## config.mk

```make
export PLATFORM = sky130hd
export DESIGN_NAME = spd_queue
export DESIGN_NICKNAME = d
export VERILOG_FILES = /design/src/sv/spd_pkg.sv /design/src/sv/spd_queue.sv
export SDC_FILE = /design/constraint.sdc
export NUM_CORES = 1
export LEC_CHECK = 0
export ABC_AREA = 1
export BUFFER_PORTS_ARGS = -buffer_cell sky130_fd_sc_hd__buf_2
export CORE_MARGIN = 5
export CORE_UTILIZATION = 30
export DETAILED_ROUTE_END_ITERATION = 10
export MAX_ROUTING_LAYER = met4
export PLACE_DENSITY = 0.61
export SYNTH_ARGS = -nofsm -noshare
export SYNTH_HDL_FRONTEND = slang
export SYNTH_SLANG_ARGS = --single-unit
```

## constraint.sdc

```tcl
create_clock -name i_clk -period 13.8 [get_ports i_clk]
set_clock_uncertainty 0.2 [all_clocks]
set_input_delay 0 -clock i_clk [delete_from_list [all_inputs] [get_ports i_clk]]
set_output_delay 0 -clock i_clk [all_outputs]
set_load 0.01 [all_outputs]
```

## src/sv/spd_pkg.sv

```systemverilog
// Shared types and constants of the segment pack descriptor generator.
`timescale 1ns / 1ps
package spd_pkg;

    localparam int ADDR_W    = 48;
    localparam int DISP_W    = 48;
    localparam int LEN_W     = 31;
    localparam int OFF_W     = 38;
    localparam int REC_W     = 24;
    localparam int EXT_W     = 47;
    localparam int CNT_CFG_W = 7;
    localparam int ENTRY_W   = 6;
    localparam int CMD_W     = 2;
    localparam int CFG_IDX_W = 2;
    localparam int MUL_W     = 24;
    localparam int Q_DEPTH   = 2;

    localparam logic [CMD_W-1:0] CMD_LOAD   = 2'd0;
    localparam logic [CMD_W-1:0] CMD_PACK   = 2'd1;
    localparam logic [CMD_W-1:0] CMD_UNPACK = 2'd2;

    localparam logic [CFG_IDX_W-1:0] CFG_RECORD_EXTENT = 2'd0;
    localparam logic [CFG_IDX_W-1:0] CFG_SEGMENT_COUNT = 2'd1;

    typedef struct packed {
        logic [CMD_W-1:0]          command;
        logic [ENTRY_W-1:0]        entry_index;
        logic signed [DISP_W-1:0]  entry_displacement;
        logic [LEN_W-1:0]          entry_length;
        logic [REC_W-1:0]          record_index;
        logic [ADDR_W-1:0]         user_base;
        logic [ADDR_W-1:0]         pack_base;
    } t_in_item;

    typedef struct packed {
        logic [ADDR_W-1:0] source_address;
        logic [ADDR_W-1:0] dest_address;
        logic [LEN_W-1:0]  byte_count;
        logic              last_descriptor;
    } t_out_item;

    // One segment table word.
    typedef struct packed {
        logic [DISP_W-1:0] disp;
        logic [LEN_W-1:0]  len;
        logic [OFF_W-1:0]  off;
    } t_seg;

    typedef enum logic [1:0] {
        K_LOAD,
        K_PACK,
        K_UNPACK
    } t_kind;

    typedef struct packed {
        t_kind    kind;
        t_in_item item;
    } t_qentry;

    typedef enum logic [1:0] {
        BK_IDLE,
        BK_MUL,
        BK_EMIT
    } t_back_state;

endpackage

```

## src/sv/spd_queue.sv

```systemverilog
// Short in-order queue between the front and back parts.
`timescale 1ns / 1ps
module spd_queue import spd_pkg::*; (
    input  logic    i_clk,
    input  logic    i_rst_n,
    input  logic    i_push,
    input  t_qentry i_entry,
    input  logic    i_pop,
    output t_qentry o_head,
    output logic    o_full,
    output logic    o_empty
);

    localparam int PW = (Q_DEPTH > 1) ? $clog2(Q_DEPTH) : 1;
    localparam int CW = $clog2(Q_DEPTH + 1);

    t_qentry         r_q [Q_DEPTH];
    logic [PW-1:0]   r_wr_ptr;
    logic [PW-1:0]   r_rd_ptr;
    logic [CW-1:0]   r_count;
    logic [PW-1:0]   n_wr_ptr;
    logic [PW-1:0]   n_rd_ptr;
    logic [CW-1:0]   n_count;

    assign o_head  = r_q[r_rd_ptr];
    assign o_full  = (r_count == CW'(Q_DEPTH));
    assign o_empty = (r_count == '0);

    always_comb begin
        n_wr_ptr = r_wr_ptr;
        n_rd_ptr = r_rd_ptr;
        n_count  = r_count;
        if (i_push) begin
            n_wr_ptr = (r_wr_ptr == PW'(Q_DEPTH - 1)) ? '0 : r_wr_ptr + PW'(1);
        end
        if (i_pop) begin
            n_rd_ptr = (r_rd_ptr == PW'(Q_DEPTH - 1)) ? '0 : r_rd_ptr + PW'(1);
        end
        if (i_push && !i_pop) begin
            n_count = r_count + CW'(1);
        end else if (i_pop && !i_push) begin
            n_count = r_count - CW'(1);
        end
    end

    always_ff @(posedge i_clk) begin
        if (!i_rst_n) begin
            r_wr_ptr <= '0;
            r_rd_ptr <= '0;
            r_count  <= '0;
        end else begin
            r_wr_ptr <= n_wr_ptr;
            r_rd_ptr <= n_rd_ptr;
            r_count  <= n_count;
        end
    end

    always_ff @(posedge i_clk) begin
        if (i_push) begin
            r_q[r_wr_ptr] <= i_entry;
        end
    end

endmodule

```

==> summary.txt, run 1 <==
Die
  • # IOs: around 420
  • Cell row count: between 80 and 90
  • Die width: 239 um
  • Initial Util: 0.301
  • Die height: between 200 and 250 um

Outcome
  • Tool error: [ERROR RSZ-0060] Max buffer count reached.
  • Status: did not finish
  • Failed at: clock tree synthesis (4_1_cts)

Clock network
  • H-tree lvl count: 2
  • Hold-fix buffers at CTS: roughly 370
  • Cts repair resizes: 0
  • Postcts setup bufs: 0
  • Longest Clk Path Bufs: 3
  • Number of clock sinks: 423
  • CTS buffer count: 44
  • Clock Root Buffer: clkbuf_16

Yosys
  • Synth Register Bits: about 420
  • Count leader, synth: edfxtp_1
  • Post-synth EDFFs: approximately 420
  • Post-Syn Area: between 15000 and 20000 um^2
  • Count of different cell masters after synthesis: 16
  • Post-synthesis average cell area: around 23 um^2
  • Most frequent cells after synthesis: edfxtp_1, mux2_2, mux2_4
  • Share of the synthesized area in the top cell type: 0.798
  • Area contributors post-synth: edfxtp_1, mux2_4, mux2_2, buf_8, dfxtp_1
  • Register area share after synthesis: 0.804
  • Syn_nets: approximately 900
  • Yosys warns: 0
  • Cell type with the largest total area after synthesis: edfxtp_1
  • FFs w/ async S/R, synth: 0
  • Post-Synthesis Cells: approximately 700
  • Top FF cell, synth: edfxtp_1

Place
  • Area post-placement: ~19000 um^2
  • Port bufs: roughly 420
  • HPWL Detailed: 23900 um
  • Gpl congestion: ~0.79
[per-stage QoR]
| step | hold WS, ns | setup WS, ns | std cells |
|---|---|---|---|
| floorplan | -0.101 | 3.85 | 685 |
| detailed placement | -0.00895 | 10.46 | 1781 |
| global placement | -0.0131 | 10.49 | 1781 |
[cells by family after synthesis]
kind of cell / synth area share
simple gates: 0.00477
flops: 0.804
fa+ha+maj: 0.000795
buf+inv: 0.0165
mux: 0.173
compound gates: 0.000635
==> run 2: changes to the inputs <==
--- a/config.mk
+++ b/config.mk
@@ -8,10 +8,9 @@
 export ABC_AREA = 1
 export BUFFER_PORTS_ARGS = -buffer_cell sky130_fd_sc_hd__buf_2
 export CORE_MARGIN = 5
-export CORE_UTILIZATION = 30
+export CORE_UTILIZATION = 20
 export DETAILED_ROUTE_END_ITERATION = 10
-export MAX_ROUTING_LAYER = met4
-export PLACE_DENSITY = 0.61
+export PLACE_DENSITY_LB_ADDON = 0.15
 export SYNTH_ARGS = -nofsm -noshare
 export SYNTH_HDL_FRONTEND = slang
 export SYNTH_SLANG_ARGS = --single-unit
==> run 2 against run 1 <==
  * The flow now finishes without violations
  * Synthesized area stayed put
  * Synthesized cell count stayed put
==> summary.txt, run 2 <==
Routing
  • Vias: about 9500
  • Via-to-Cell Ratio: approximately 3.6
  • Residual DRC: 0
  • Met2 wire length: 19400 um
  • Met1 Routed Length: 16700 um
  • DR top layer: met4
  • Drt wl/cell: approximately 15 um
  • Routed wire length: around 41000 um
  • Post-DRT Antenna Nets: 0
  • Metal3 WL: 3500 um
  • Initial DRC Count: approximately 330
  • Initial DRT Pass Iterations: 4

Yosys
  • Register area share after synthesis: 0.804 (unchanged)
  • Yosys warns: 0 (unchanged)
  • Most frequent cells after synthesis: edfxtp_1, mux2_2, mux2_4
  • Area contributors post-synth: edfxtp_1, mux2_4, mux2_2, buf_8, dfxtp_1
  • Post-synth EDFFs: 418 (unchanged)
  • Largest family of logic cells by synthesized area: multiplexers
  • Multiplexer area fraction after synthesis: 0.173 (unchanged)
  • Xor/xnor share of the synthesized area: 0 (unchanged)
  • Post-Syn Area: 15700 um^2 (unchanged)
  • Count leader, synth: edfxtp_1
  • Post-Synthesis Cells: 685 (unchanged)
  • Area share of and/or/nand/nor cells after synthesis: 0.00477 (unchanged)
  • Syn_nets: 899 (unchanged)
  • Cell type with the largest total area after synthesis: edfxtp_1
  • Synth Register Bits: 423 (unchanged)
  • Top FF cell, synth: edfxtp_1
  • FFs w/ async S/R, synth: 0 (unchanged)
  • Compound-Gate Fraction of Synth Area: 0.000636 (unchanged)
  • Post-synthesis average cell area: 23.0 um^2 (unchanged)
  • Count of different cell masters after synthesis: 16 (unchanged)
  • Share of the synthesized area in the top cell type: 0.798 (unchanged)
  • Adder-Cell Fraction of Synth Area: 0.000795 (unchanged)

Power and ir drop
  • Total power: about 3.1 mW
  • Max rail drop VDD: ~86 uV
  • Pwr dens: 126 nW/um^2
  • LEAKAGE: 9.46 nW

Die
  • # IOs: 424 (unchanged)
  • Die area: ~84000 um^2
  • Std-Cell Core Area: between 70000 and 80000 um^2
  • Die height: 291 um (+22%)
  • Cell row count: 102 (+21%)
  • Initial Util: 0.203 (-0.0988)
  • Die width: 291 um (+22%)

Clock network
  • Clock Root Buffer: clkbuf_16
  • CTS tree: built
  • Skew-Pair Late Insertion Delay: about 0.58 ns
  • Postcts setup bufs: 0 (unchanged)
  • Number of clock sinks: 423 (unchanged)
  • Hold-fix buffers at CTS: 425 (+14%)
  • Clock transition at the registers of the reported paths: approximately 0.060 ns
  • Longest Clk Path Bufs: 3 (unchanged)
  • Cts repair resizes: 0 (unchanged)
  • H-tree lvl count: 2 (unchanged)
  • CTS buffer count: 50 (+14%)

STA
  • Final setup fails: 0
  • Worst slew pin tran: slightly above 1 ns
  • Hold Vio Cnt, Final: 0
  • Rel. slew slack: 0.329
  • Minimum clock period: approximately 4.0 ns
  • RSZ-0062 raised after global routing: false
  • Fin crit share: 0.287
  • Final Max Tran Viols: 0
  • Setup ws final: 9.85 ns
  • Final hold slack: 0.0236 ns
  • Setup TNS: 0 ns
  • Fmax: between 0.2 and 0.3 GHz

Setup path
  • Startpoint Class: register
  • Critical path's largest stage delay: between 0.9 and 1 ns
  • WS Path Type: register to primary output
  • Arrival time worst endpoint: between 3 and 4 ns
  • WP data required: roughly 14 ns
  • Critical-path cell list: buf_4 > buf_4 > mux2_2 > buf_2
  • Worst Path Buf+Inv: 3
  • Top delay family on crit path: buffers and inverters
  • CP max FO: 64
  • Instance count on the critical path: 4
  • Crit end category: primary output
  • Reg2Reg Launch Point: r_wr_ptr$_SDFFE_PN0P_
  • CP max-delay cell: dfxtp_4
  • CP most frequent cell: buf_4
  • R2R cell count: 4

GRT
  • Global-route wire length before repair: slightly above 60000 um
  • Global-route usage over all layers: 0.0925
  • Grt ovf: 0
  • Antenna violations before repair: 2
  • Largest net degree at the start of global routing: about 110
  • Vias in the first global route: about 11000

Place
  • Cell count after placement: 2134 (+20%)
  • Port bufs: 423 (unchanged)
  • Gpl congestion: 0.735 (-6.9%)
  • Pre-CTS setup slack: 10.32 ns (-0.141 ns)
  • HPWL Detailed: 26400 um (+11%)

Layout
  • Filler instances: about 7700
  • Final nets: 1785
  • Register area: approximately 13000 um^2
  • Leading cell type in the layout, fill and taps excluded: dlygate4sd3_1
  • Share of layout cells above drive strength 1: 0.439
  • Multi-input gate area: 2830 um^2
  • Commonest cells after routing, fill and taps aside: dlygate4sd3_1, buf_2, edfxtp_1, mux2_2, mux2_4
  • Area grow syn2layout: 57.6%
  • Biggest registers after layout: r_q (418), r_count (2)
  • Largest Register: r_q
  • Max reg flops: between 400 and 500
  • Fin cells: about 2700

Run
  • Max-cap violations: 0

Min path
  • WHS Path Cells: 2
  • Hold Crit Class: primary input to register
  • Hold path start: i_entry[147]

Outcome
  • Status: finished, final reports clean
-- run 2: cell families (layout without fill, tap and decap cells) --
group | after synthesis | after routing
flip-flops | 423 | 423
multiplexers | 209 | 209
other | 0 | 1
adder cells (fa/ha/maj) | 1 | 1
buffers and inverters | 31 | 956
AO/OA/AOI/OAI | 2 | 2
AND/OR/NAND/NOR | 19 | 19
-- run 2: per-stage QoR --
| stage | area (um^2) | utilization |
|---|---|---|
| global placement | 19000 | 0.245 |
| CTS | 24800 | 0.319 |
| finish | 24800 | 0.319 |
| floorplan | 15700 | - |
| global route | 24800 | 0.319 |
| detailed placement | 19000 | 0.245 |
-- run 2: power by group --
part | leakage (nW) | internal [mW] | switching, mW | total [mW]
clock | 0.750 | 0.733 | 0.502 | 1.23
sequential | 3.97 | 1.49 | 0.0218 | 1.51
combinational | 4.74 | 0.211 | 0.162 | 0.372
-- run 2: cell type report --
type / count / share of cell area
antenna: 1 / 0.000101
clock buffer: 69 / 0.0559
clock inverter: 22 / 0.00585
inverter: 8 / 0.00151
multi-input combinational: 231 / 0.114
sequential: 423 / 0.510
tap: 1040 / 0.0525
timing repair buffer: 857 / 0.260
-- run 2: final timing paths --
kind,slack [ns],end
setup / recovery,9.85,o_head[65]
hold / removal,0.02,r_q[0][147]$_DFFE_PP_
setup reg to reg,10.67,r_q[0][113]$_DFFE_PP_
hold reg to reg,0.30,register
-- run 2: routing by layer --
| metal | GRT usage | vias up |
|---|---|---|
| met5 | 0 | - |
| met4 | 0.0270 | 0 |
| met3 | 0.0381 | 69 |
| met2 | 0.155 | 296 |
| met1 | 0.110 | 4682 |
| li1 | - | 4502 |
No activity file was read; power rests on OpenSTA's default activity.
==> run 3: changes to the inputs <==
==> constraint.sdc (replaced) <==
create_clock -name i_clk -period 4.1 [get_ports i_clk]
set_clock_uncertainty 0.2 [all_clocks]
set_input_delay 0 -clock i_clk [delete_from_list [all_inputs] [get_ports i_clk]]
set_output_delay 0 -clock i_clk [all_outputs]
set_load 0.01 [all_outputs]
==> run 3 against run 2 <==
  * Core utilization increased by 0.21 points
  * Final area grew 0.66%
  * Clock power rose to 3.4 times the previous value
  * Routed wire length rose by 2.1%
  * Non-clock buffer count up 9
  * Sequential power rose to 3.4 times the previous value
  * Count of clock-buffer cells in the layout rose by 1
  * First-iteration DRC count is 19% lower
  * Flip-flop and latch count is the same
  * Via count is 0.21% higher
  * Critical path type unchanged
  * Critical endpoint is now o_head[53]
==> summary.txt, run 3 (synthesized netlist as in run 2, its figures left out) <==
Clock network
  • Longest Clk Path Bufs: 3 (unchanged)
  • H-tree lvl count: 2 (unchanged)
  • CTS tree: built
  • Clock transition at the registers of the reported paths: 0.06 ns (about the same)
  • Number of clock sinks: 423 (unchanged)
  • Clock Root Buffer: clkbuf_16
  • Skew-Pair Late Insertion Delay: 0.56 ns (-0.02 ns)
  • CTS buffer count: 50 (unchanged)

GRT
  • GRT busiest layer: met2
  • Antenna violations before repair: 4 (+2)
  • Global Route met3 Usage: 0.0374 (-0.000611)
  • Global-route usage over all layers: 0.0937 (+0.00118)
  • Grt ovf: 0 (unchanged)
  • Vias in the first global route: 10400 (-2.9%)
  • Largest net degree at the start of global routing: 71 (-34%)
  • Global-route wire length before repair: 62000 um (+0.14%)
  • Met2 Use GR: 0.163 (+0.00817)
  • Met1 usage: 0.107 (-0.00308)

Power and ir drop
  • Pwr dens: 421 nW/um^2 (+230%)
  • LEAKAGE: 9.52 nW (+0.62%)
  • Max rail drop VDD: 318 uV (+270%)

Setup path
  • Crit end category: primary output
  • WS Path Type: register to primary output
  • Worst Path Buf+Inv: 2 (-1)
  • CP max FO: 43 (-33%)
  • Critical-path cell list: buf_4 > mux2_2 > buf_2
  • WP data required: 3.90 ns (-9.70 ns)
  • Arrival time worst endpoint: 2.54 ns (-1.21 ns)
  • Top delay family on crit path: flip-flops
  • Critical path's largest stage delay: 0.86 ns (-0.11 ns)
  • CP max-delay cell: dfxtp_4
  • Startpoint Class: register

Die
  • Std-Cell Core Area: 77700 um^2 (unchanged)
  • Die height: 291 um (unchanged)
  • Initial Util: 0.203 (unchanged)
  • Die area: 84400 um^2 (unchanged)
  • Cell row count: 102 (unchanged)
  • Die width: 291 um (unchanged)
  • # IOs: 424 (unchanged)

Layout
  • Leading cell type in the layout, fill and taps excluded: dlygate4sd3_1
  • Fin cells: 2657 (+0.23%)
  • Biggest registers after layout: r_q (418), r_count (2)
  • Commonest cells after routing, fill and taps aside: dlygate4sd3_1, buf_2, edfxtp_1, mux2_2, mux2_4
  • Area grow syn2layout: 58.6%
  • Largest Register: r_q
  • Filler instances: 7756 (+0.19%)
  • Max reg flops: 418 (unchanged)
  • Final nets: 1794 (+0.50%)
  • Share of layout cells above drive strength 1: 0.444 (+0.00449)

Routing
  • Initial DRT Pass Iterations: 4 (unchanged)
  • Vias: 9569 (+0.21%)
  • Drt wl/cell: 15.6 um (+1.9%)
  • Post-DRT Antenna Nets: 0 (unchanged)
  • Routed wire length: 41500 um (+2.1%)
  • Initial DRC Count: 266 (-19%)
  • Via-to-Cell Ratio: 3.60 (about the same)
  • Residual DRC: 0 (unchanged)

Place
  • Cell count after placement: 2144 (+0.47%)
  • HPWL Detailed: 27400 um (+3.5%)
  • Gpl congestion: 0.721 (-1.9%)
  • Port bufs: 423 (unchanged)

STA
  • Minimum clock period: roughly 2.7 ns
  • Hold Vio Cnt, Final: 0 (unchanged)
  • Final setup fails: 0 (unchanged)
  • RSZ-0062 raised after global routing: false
  • Fin crit share: 0.669
  • Rel. slew slack: 0.292 (-0.0365)
  • Setup TNS: 0 ns (unchanged)
  • Worst slew pin tran: 1.06 ns (+0.0522 ns)
  • Final Max Tran Viols: 0 (unchanged)
  • Fmax: about 0.36 GHz

Run
  • Max-cap violations: 0 (unchanged)

Outcome
  • Status: finished, final reports clean

Min path
  • Hold Crit Class: primary input to register
## run 3: cell count changes in the layout (fill, tap and decap cells not counted), sizes merged
cell         previous run  this run
clkinv                 20        14
clkinvlp                0         1
inv                     8         7
buf                   432       442
clkbuf                 69        70
diode                   1         3
dlygate4sd3           425       424
## run 3: worst reg2reg max path: stages (launching register included)
cell	delay, ns
dfxtp_1	0.37
inv_1	0.08
nand2_1	0.08
nand4_1	0.08
dlygate4sd3_1	0.57
nand2_1	0.07
nor2_1	0.04
dlygate4sd3_1	0.55
## run 3: where the power goes
| group | total, mW | switching (mW) | leakage (nW) | internal, mW |
|---|---|---|---|---|
| Sequential | 5.08 | 0.0653 | 3.97 | 5.01 |
| Combinational | 1.29 | 0.565 | 4.82 | 0.730 |
| Clock | 4.14 | 1.68 | 0.735 | 2.46 |
## run 3: area by class of cell
type	count	area, um^2	share of cell area
clock buffer	70	1390	0.0557
multi-input combinational	231	2840	0.114
sequential	423	12700	0.507
inverter	8	33.8	0.00135
timing repair buffer	866	6620	0.265
clock inverter	16	123	0.00491
antenna	3	7.51	0.000301
tap	1040	1300	0.0521
## run 3: path summary, 6_finish.rpt
check                                from                 endpoint  slack, ns  depth (start not counted)
setup / recovery                 register               o_head[53]       1.36                          3
hold / removal               i_entry[133]    r_q[1][133]$_DFFE_PP_       0.06                          2
setup reg to reg  r_count[0]$_SDFFE_PN0P_  r_count[1]$_SDFFE_PN0P_       1.95                          7
hold reg to reg     r_rd_ptr$_SDFFE_PN0P_    r_rd_ptr$_SDFFE_PN0P_       0.30                          2
## run 3: routing by layer
metal,routed length (um),part of all wire
met5,0,0
met4,967,0.023
met3,3400,0.082
met2,20400,0.49
met1,16700,0.40
## run 3: repair_timing
| action | in CTS | in global routing |
|---|---|---|
| setup buffers | 0 | 0 |
| hold buffers | 424 | 0 |
| hold endpoints to repair | 438 | 0 |
| gates resized for setup | 0 | 0 |
## run 3: through the flow
stage / hold slack [ns] / power (mW) / area, um^2 / utilization / worst slack, ns
after floorplan: -0.101 / 5.71 / 15800 / - / -0.0130
after detailed placement: -0.00846 / 6.18 / 19200 / 0.247 / 1.85
after global placement: -0.0125 / 6.17 / 19200 / 0.247 / 1.86
after CTS: 0.00833 / 10.8 / 25000 / 0.321 / 1.19
after global routing: 0.0406 / 11.0 / 25000 / 0.321 / 1.16
final: 0.0616 / 10.5 / 25000 / 0.321 / 1.36
